==> src/hw/rtl/sliding_dft_harmonic_magnitudes_macros.svh <==
// Assertion macros shared by the sliding DFT RTL.
`ifndef SLIDING_DFT_HARMONIC_MAGNITUDES_MACROS_SVH
`define SLIDING_DFT_HARMONIC_MAGNITUDES_MACROS_SVH

// The consequent must hold in the same cycle as the antecedent.
`define SDFT_ASSERT_SAME(label, clk, rst, ante, cons, msg) \
   label: assert property (@(posedge clk) disable iff (rst) (ante) |-> (cons)) \
      else $error(msg);

// The consequent must hold in the cycle after the antecedent.
`define SDFT_ASSERT_NEXT(label, clk, rst, ante, cons, msg) \
   label: assert property (@(posedge clk) disable iff (rst) (ante) |=> (cons)) \
      else $error(msg);

`endif

==> src/hw/rtl/sdft_pkg.sv <==
package sdft_pkg;

   // Fixed sizes of the transform.
   localparam int WINDOW_LEN  = 64;
   localparam int NUM_BINS    = 14;
   localparam int SAMPLE_BITS = 16;

   localparam int POS_W   = $clog2(WINDOW_LEN);
   localparam int BIN_W   = $clog2(NUM_BINS);
   localparam int IDX_W   = 4;
   localparam int MAG_W   = 16;
   localparam int TW_W    = 18;
   localparam int ACC_W   = 40;
   localparam int DIFF_W  = SAMPLE_BITS + 1;
   localparam int A_W     = ACC_W + 1;
   localparam int PROD_W  = TW_W + A_W;
   localparam int SUM_W   = PROD_W + 1;
   localparam int RND_SH  = TW_W - 1;
   localparam int SHR_W   = SUM_W - RND_SH;
   localparam int OVF_BIT = 35;
   localparam int HALF_W  = OVF_BIT - 4;
   localparam int SQ_W    = 2 * HALF_W;
   localparam int RAD_W   = 64;
   localparam int ROOT_W  = RAD_W / 2;
   localparam int CNT_W   = $clog2(ROOT_W);
   localparam int MAG_SHIFT = $clog2(16 * WINDOW_LEN);
   localparam int MAG_ROUND = 8 * WINDOW_LEN;

   typedef enum logic [3:0] {
      S_IDLE, S_DIFF, S_MA, S_MB, S_MC, S_MD, S_ME,
      S_SQA, S_SQB, S_ROOT, S_WAIT, S_EMIT
   } ctrl_state_type;

   typedef enum logic [3:0] {
      OP_NONE, OP_LOAD, OP_DIFF, OP_MA, OP_MB, OP_MC, OP_MD, OP_ME,
      OP_SQA, OP_SQB, OP_ROOT, OP_EMIT
   } dp_op_type;

   typedef struct packed {
      dp_op_type        op;
      logic [BIN_W-1:0] bin;
   } dp_cmd_type;

   typedef struct packed {
      logic root_done;
      logic out_free;
   } dp_status_type;

   // Cosine of 2*pi*k/WINDOW_LEN in Q1.17.
   function automatic logic signed [TW_W-1:0] tw_cos(input logic [BIN_W-1:0] k);
      logic signed [TW_W-1:0] v;
      unique case (k)
         4'd0:    v = 18'sd131071;
         4'd1:    v = 18'sd130441;
         4'd2:    v = 18'sd128553;
         4'd3:    v = 18'sd125428;
         4'd4:    v = 18'sd121095;
         4'd5:    v = 18'sd115595;
         4'd6:    v = 18'sd108982;
         4'd7:    v = 18'sd101320;
         4'd8:    v = 18'sd92682;
         4'd9:    v = 18'sd83151;
         4'd10:   v = 18'sd72820;
         4'd11:   v = 18'sd61787;
         4'd12:   v = 18'sd50159;
         4'd13:   v = 18'sd38048;
         default: v = '0;
      endcase
      return v;
   endfunction

   // Sine of 2*pi*k/WINDOW_LEN in Q1.17.
   function automatic logic signed [TW_W-1:0] tw_sin(input logic [BIN_W-1:0] k);
      logic signed [TW_W-1:0] v;
      unique case (k)
         4'd0:    v = 18'sd0;
         4'd1:    v = 18'sd12847;
         4'd2:    v = 18'sd25571;
         4'd3:    v = 18'sd38048;
         4'd4:    v = 18'sd50159;
         4'd5:    v = 18'sd61787;
         4'd6:    v = 18'sd72820;
         4'd7:    v = 18'sd83151;
         4'd8:    v = 18'sd92682;
         4'd9:    v = 18'sd101320;
         4'd10:   v = 18'sd108982;
         4'd11:   v = 18'sd115595;
         4'd12:   v = 18'sd121095;
         4'd13:   v = 18'sd125428;
         default: v = '0;
      endcase
      return v;
   endfunction

endpackage

==> src/hw/rtl/sdft_ctrl.sv <==
`include "sliding_dft_harmonic_magnitudes_macros.svh"

// Sequencer: one sample, then each bin through rotate, square, root and emit.
module sdft_ctrl import sdft_pkg::*; (
   input  logic          clock,
   input  logic          reset,
   input  logic          req_valid,
   output logic          req_ready,
   input  dp_status_type status,
   output dp_cmd_type    cmd
);

   ctrl_state_type   state_ff, state_in;
   logic [BIN_W-1:0] bin_ff, bin_in;

   always_ff @(posedge clock) begin
      if (reset) begin
         state_ff <= S_IDLE;
         bin_ff   <= '0;
      end else begin
         state_ff <= state_in;
         bin_ff   <= bin_in;
      end
   end

   // Next state and datapath commands.
   always_comb begin
      state_in  = state_ff;
      bin_in    = bin_ff;
      cmd.op    = OP_NONE;
      cmd.bin   = bin_ff;
      req_ready = 1'b0;
      unique case (state_ff)
         S_IDLE: begin
            req_ready = 1'b1;
            if (req_valid) begin
               cmd.op   = OP_LOAD;
               state_in = S_DIFF;
            end
         end
         S_DIFF: begin
            cmd.op   = OP_DIFF;
            bin_in   = '0;
            state_in = S_MA;
         end
         S_MA:   begin cmd.op = OP_MA;   state_in = S_MB;   end
         S_MB:   begin cmd.op = OP_MB;   state_in = S_MC;   end
         S_MC:   begin cmd.op = OP_MC;   state_in = S_MD;   end
         S_MD:   begin cmd.op = OP_MD;   state_in = S_ME;   end
         S_ME:   begin cmd.op = OP_ME;   state_in = S_SQA;  end
         S_SQA:  begin cmd.op = OP_SQA;  state_in = S_SQB;  end
         S_SQB:  begin cmd.op = OP_SQB;  state_in = S_ROOT; end
         S_ROOT: begin cmd.op = OP_ROOT; state_in = S_WAIT; end
         S_WAIT: begin
            if (status.root_done) begin
               state_in = S_EMIT;
            end
         end
         S_EMIT: begin
            cmd.op = OP_EMIT;
            if (status.out_free) begin
               if (bin_ff == BIN_W'(NUM_BINS - 1)) begin
                  state_in = S_IDLE;
               end else begin
                  bin_in   = bin_ff + 1'b1;
                  state_in = S_MA;
               end
            end
         end
         default: state_in = S_IDLE;
      endcase
   end

   `SDFT_ASSERT_NEXT(a_root_to_emit, clock, reset, state_ff == S_WAIT && status.root_done, state_ff == S_EMIT, "root done but no emit")
   `SDFT_ASSERT_NEXT(a_last_bin_idle, clock, reset, state_ff == S_EMIT && status.out_free && bin_ff == BIN_W'(NUM_BINS - 1), state_ff == S_IDLE, "last bin did not end item")
   `SDFT_ASSERT_SAME(a_bin_range, clock, reset, state_ff != S_IDLE, bin_ff <= BIN_W'(NUM_BINS - 1), "bin counter out of range")

endmodule

==> config.mk <==
export PLATFORM = sky130hd
export DESIGN_NAME = sdft_ctrl
export DESIGN_NICKNAME = d
export VERILOG_FILES = /design/src/hw/rtl/sdft_pkg.sv /design/src/hw/rtl/sdft_ctrl.sv
export VERILOG_INCLUDE_DIRS = /design/src /design/src/hw/rtl
export SDC_FILE = /design/constraint.sdc
export NUM_CORES = 1
export LEC_CHECK = 0
export BUFFER_PORTS_ARGS = -buffer_cell sky130_fd_sc_hd__buf_2
export CORE_AREA = 4 4 41 43
export CTS_CLUSTER_DIAMETER = 120
export DETAILED_ROUTE_END_ITERATION = 8
export DIE_AREA = 0 0 45 47
export PLACE_DENSITY = 0.67
export SLEW_MARGIN = 10
export SYNTH_ARGS = -nofsm -noshare
export SYNTH_HDL_FRONTEND = slang
export SYNTH_SLANG_ARGS = --single-unit
export TNS_END_PERCENT = 100
==> constraint.sdc <==
create_clock -name clock -period 1.6 [get_ports clock]
set_input_delay 0.4 -clock clock [delete_from_list [all_inputs] [get_ports clock]]
set_output_delay 0.4 -clock clock [all_outputs]
set_load 0.05 [all_outputs]
Yosys cells after proc, flatten, opt, wreduce, memory -nomap -nowiden
Index checks and enable logic that the tools add are counted.
{ "word_totals": {"register_bits": 8, "latchBits": 0, "ramBits": 0, "rom_bits": 0, "n_memories": 0} }
{ "op_classes": {"addsub": 1, "mul": 0, "div_mod_pow": 0, "magnitude_cmp": 0, "n_eq_ne": 16, "shifts": 0, "mux": 11, "bitwise": 0, "reduce_logical": 4} }
{ "ops": {"columns": ["op", "count"], "rows": [
  ["$pmux 4 s12", 1],
  ["$pmux 4 s11", 1],
  ["$eq 4x4->1 const B", 5],
  ["$mux 4", 5],
  ["$eq 4x3->1 const B", 4],
  ["$eq 4x2->1 const B", 2],
  ["$ne 2x2->1 const B", 4],
  ["$pmux 4 s2", 1],
  ["$reduce_and 3->1", 2],
  ["$add 4x1->4 const B", 1],
  ["$eq 4x1->1 const B", 1],
  ["$logic_not 4->1", 1],
  ["$mux 1", 2],
  ["$mux 2", 1],
  ["$reduce_bool 2->1", 1]
]} }

Depth between registers and ports, before layout
{ "depth": {"ltp_word": 4, "ltp_mapped": 6, "depth_no_buf": 6} }

Worst setup path before layout
OpenSTA, ideal clock, no wires.
{ "synth_timing": {"kind": "reg-to-output", "from": "register state_ff[0]", "to": "output req_ready", "arrival_ps": 2049, "setup_slack_ps": -849, "stages_incl_launch_ff": 3, "path_buffers": 1, "cell_sequence": "dfxtp_1 > buf_2 > nor4_1"} }
{ "synth_between": {"elab_chain_cells": 2} }
{ "synth_lines": {"columns": ["element", "line", "text"], "rows": [
  ["start, declared", "sdft_ctrl.sv:13", "ctrl_state_type state_ff, state_in;"],
  ["start signal, assigned", "sdft_ctrl.sv:21", "state_ff <= state_in;"],
  ["$logic_not 4->1", "sdft_ctrl.sv:33", "unique case (state_ff)"],
  ["$mux 1", "sdft_ctrl.sv:33", null],
  ["end, declared", "sdft_ctrl.sv:8", "output logic req_ready,"]
]} }
Every way passes these cells.

==> qor.csv <==
metric,value,unit
post-synthesis register bit count,8,
Max Clk Rate,582.2,MHz
fin. max-slew vios,0,
failing checks,setup timing,
top area cells in the synthesized netlist,"dfxtp_1 (29%), nor2_1 (5.4%), a21oi_1 (4.5%)",
mapped cell area,554.3,sq um
post-layout instance area,958.4,sq um
slowest stage cell on the critical path,or3_4,
Critical Path End Type,primary output,
main flop type after synthesis,dfxtp_1,
number of cells produced by synthesis,70,
Final setup viols,5,
Starting Density,42.60,%
WHS,0.4301,ns
Die Area,2115,sq um
CTS clock-pin slew for the worst setup and hold paths,0.06,ns
Leakage Power,0.4147,nW
grt total ovfl,0,
Worst EP required,1.20,ns
final std cells w/o fill,114,
Critical Path Source Type,flop,
CTS root buffer,clkbuf_4,
WP depth,4,
skew final,0.008646,ns
final hold violations,0,
Synth top cells by count,"dfxtp_1 (8), nor2_1 (8), a21oi_1 (5), buf_2 (5), nand3_1 (5)",
status,"complete, but fails checks",
CTS Sinks,8,
Inserted Diodes,0,
Synth area leader,dfxtp_1,
routed via count,632,
Post-synth ARST share,0,%
"Seq/Total Area, Yosys",28.89,%
Critical Path Fanout Max,2,
arrival time worst endpoint,1.32,ns
core area,1301,sq um
Crit Path Class,reg2out,
HP Class,in2reg,
syn_area_per_cell,7.918,sq um
final core occ,73.65,%
RSZ-0062 raised after global routing,yes,
largest net degree at the start of global routing,15,
hpwl dp,1.023,mm
relative slew slack,85.08,%
die width,45,um
wire per inst,14.22,um
global placement routability congestion,0.8504,
number of max-cap violations,0,
Die Y-Extent,47,um
post-synth top area share,28.89,%
Syn Nets,77,
H-tree depth,1,
reg2reg path depth,7,
DRC viols,0,
cells along the critical path,or3_4 > o21ai_4 > a21oi_4 > buf_6,
"EDFF count, synth",0,
Bufs and invs on worst path,1,
Vias/cell,5.544,
worst skew pair latency,0.25,ns
io pins,14,
DP Cell Count,102,
maximum root-to-sink buffer count,2,
Pre-antenna DRT Iters,4,
Cell Pwr Density,680.0,nW/um^2
Tot GR Track Use,17.00,%
Worst Max-Slew Pin Slew,0.2204,ns
placed inst area,730.7,sq um
ANT nets after route,0,
aggregate routed wire length,1.621,mm
VDD IR max,0.4800,mV
Crit path largest cell delay,0.38,ns
Tmin final,1.718,ns
share of layout cells above drive strength 1,58.59,%
Yosys Warn Count,0,
# port buffers,13,
fill count,98,
DRT iter0 DRCs,11,
total CTS buffers,3,
Tcrit/Tclk final,107.4,%
vias in the first global route,567,
hold path cells,2,
first-pass GRT wire length,2.566,mm
Synth-to-Final Area Change,72.91,%
Row Count,13,
antenna violations before repair,0,
Unique masters post-synth,31,
Crit path max-delay family,simple AND/OR/NAND/NOR gates,
CTS tree,yes,
Layout Nets,108,
Final WS setup,-0.1177,ns
-- worst paths after layout --
kind | slack, ns | start | endpoint
setup reg to reg | 0.09 | state_ff[1] | bin_ff[2]
setup / recovery | -0.12 | state_ff[3] | cmd[4]
hold / removal | 0.43 | reset | state_ff[2]
hold reg to reg | 0.48 | bin_ff[0] | bin_ff[0]
-- power breakdown --
| part | internal (mW) | leakage [nW] | switching, mW | total (mW) |
|---|---|---|---|---|
| sequential | 0.206 | 0.0687 | 0.0132 | 0.220 |
| combinational | 0.129 | 0.332 | 0.150 | 0.279 |
| clock | 0.0857 | 0.0138 | 0.0670 | 0.153 |
-- metal layers --
layer	up-vias	share of wire, %	track usage (%)
met4	0	0.74	5.263
met3	2	4.9	6.897
met2	12	49	25.99
met5	-	0	0
li1	320	-	-
met1	298	45	21.94
-- cells in the final DEF (no fill, tap or decap), drive strengths merged --
master and instances:
nor3 4, xor2 1, buf 31, o21bai 1, nand4 1, mux2i 2, nor2 8, o21ba 1
nand2b 1, inv 1, ha 2, clkbuf 3, o21ai 3, o31ai 2, and4 1, or3 1
nand3 5, o32ai 1, nand2 4, a32oi 1, and3 1, o22ai 1, a21oi 5, o311ai 1
dfxtp 8, a211o 2, or4 1, and2b 1, a32o 1, nor4 1, nor2b 3
-- flip-flops by register name (all words and copies together), names as in the netlist --
register	count
state_ff	4
bin_ff	4
-- stage by stage --
stage	power, mW	TNS [ns]	setup WS [ns]
CTS	0.6331	-0.4582	-0.1474
detailed placement	0.4269	-0.1711	-0.1711
floorplan	0.3733	-0.06077	-0.03164
global route	0.6927	-0.7300	-0.1719
finish	0.6517	-0.4018	-0.1177
global placement	0.4238	-0.1388	-0.1388
-- what timing repair did --
action / in CTS / in global routing
hold buffers: 0 / 0
pin swaps: 3 / 4
gates resized for setup: 32 / 8
endpoints found under the setup margin: 5 / 5
cloned: 0 / 0
buffers inserted: 2 / 7
-- cell families after synthesis --
logic type	Yosys count	synth area share, %
xor+xnor	1	1.580
simple gates	32	30.93
flops	8	28.89
mux	2	3.612
buf+inv	6	5.191
fa+ha+maj	2	4.514
compound gates	19	25.28
-- layout make-up --
type	count	area [sq um]	area share, %
flip-flops and latches	8	173.9	18.15
multi-input cells	56	465.4	48.56
inverters	1	3.754	0.3916
repair buffers	31	274.0	28.59
clock buffers	3	22.52	2.350
well taps	15	18.77	1.958
(Power assumes the default switching activity.)
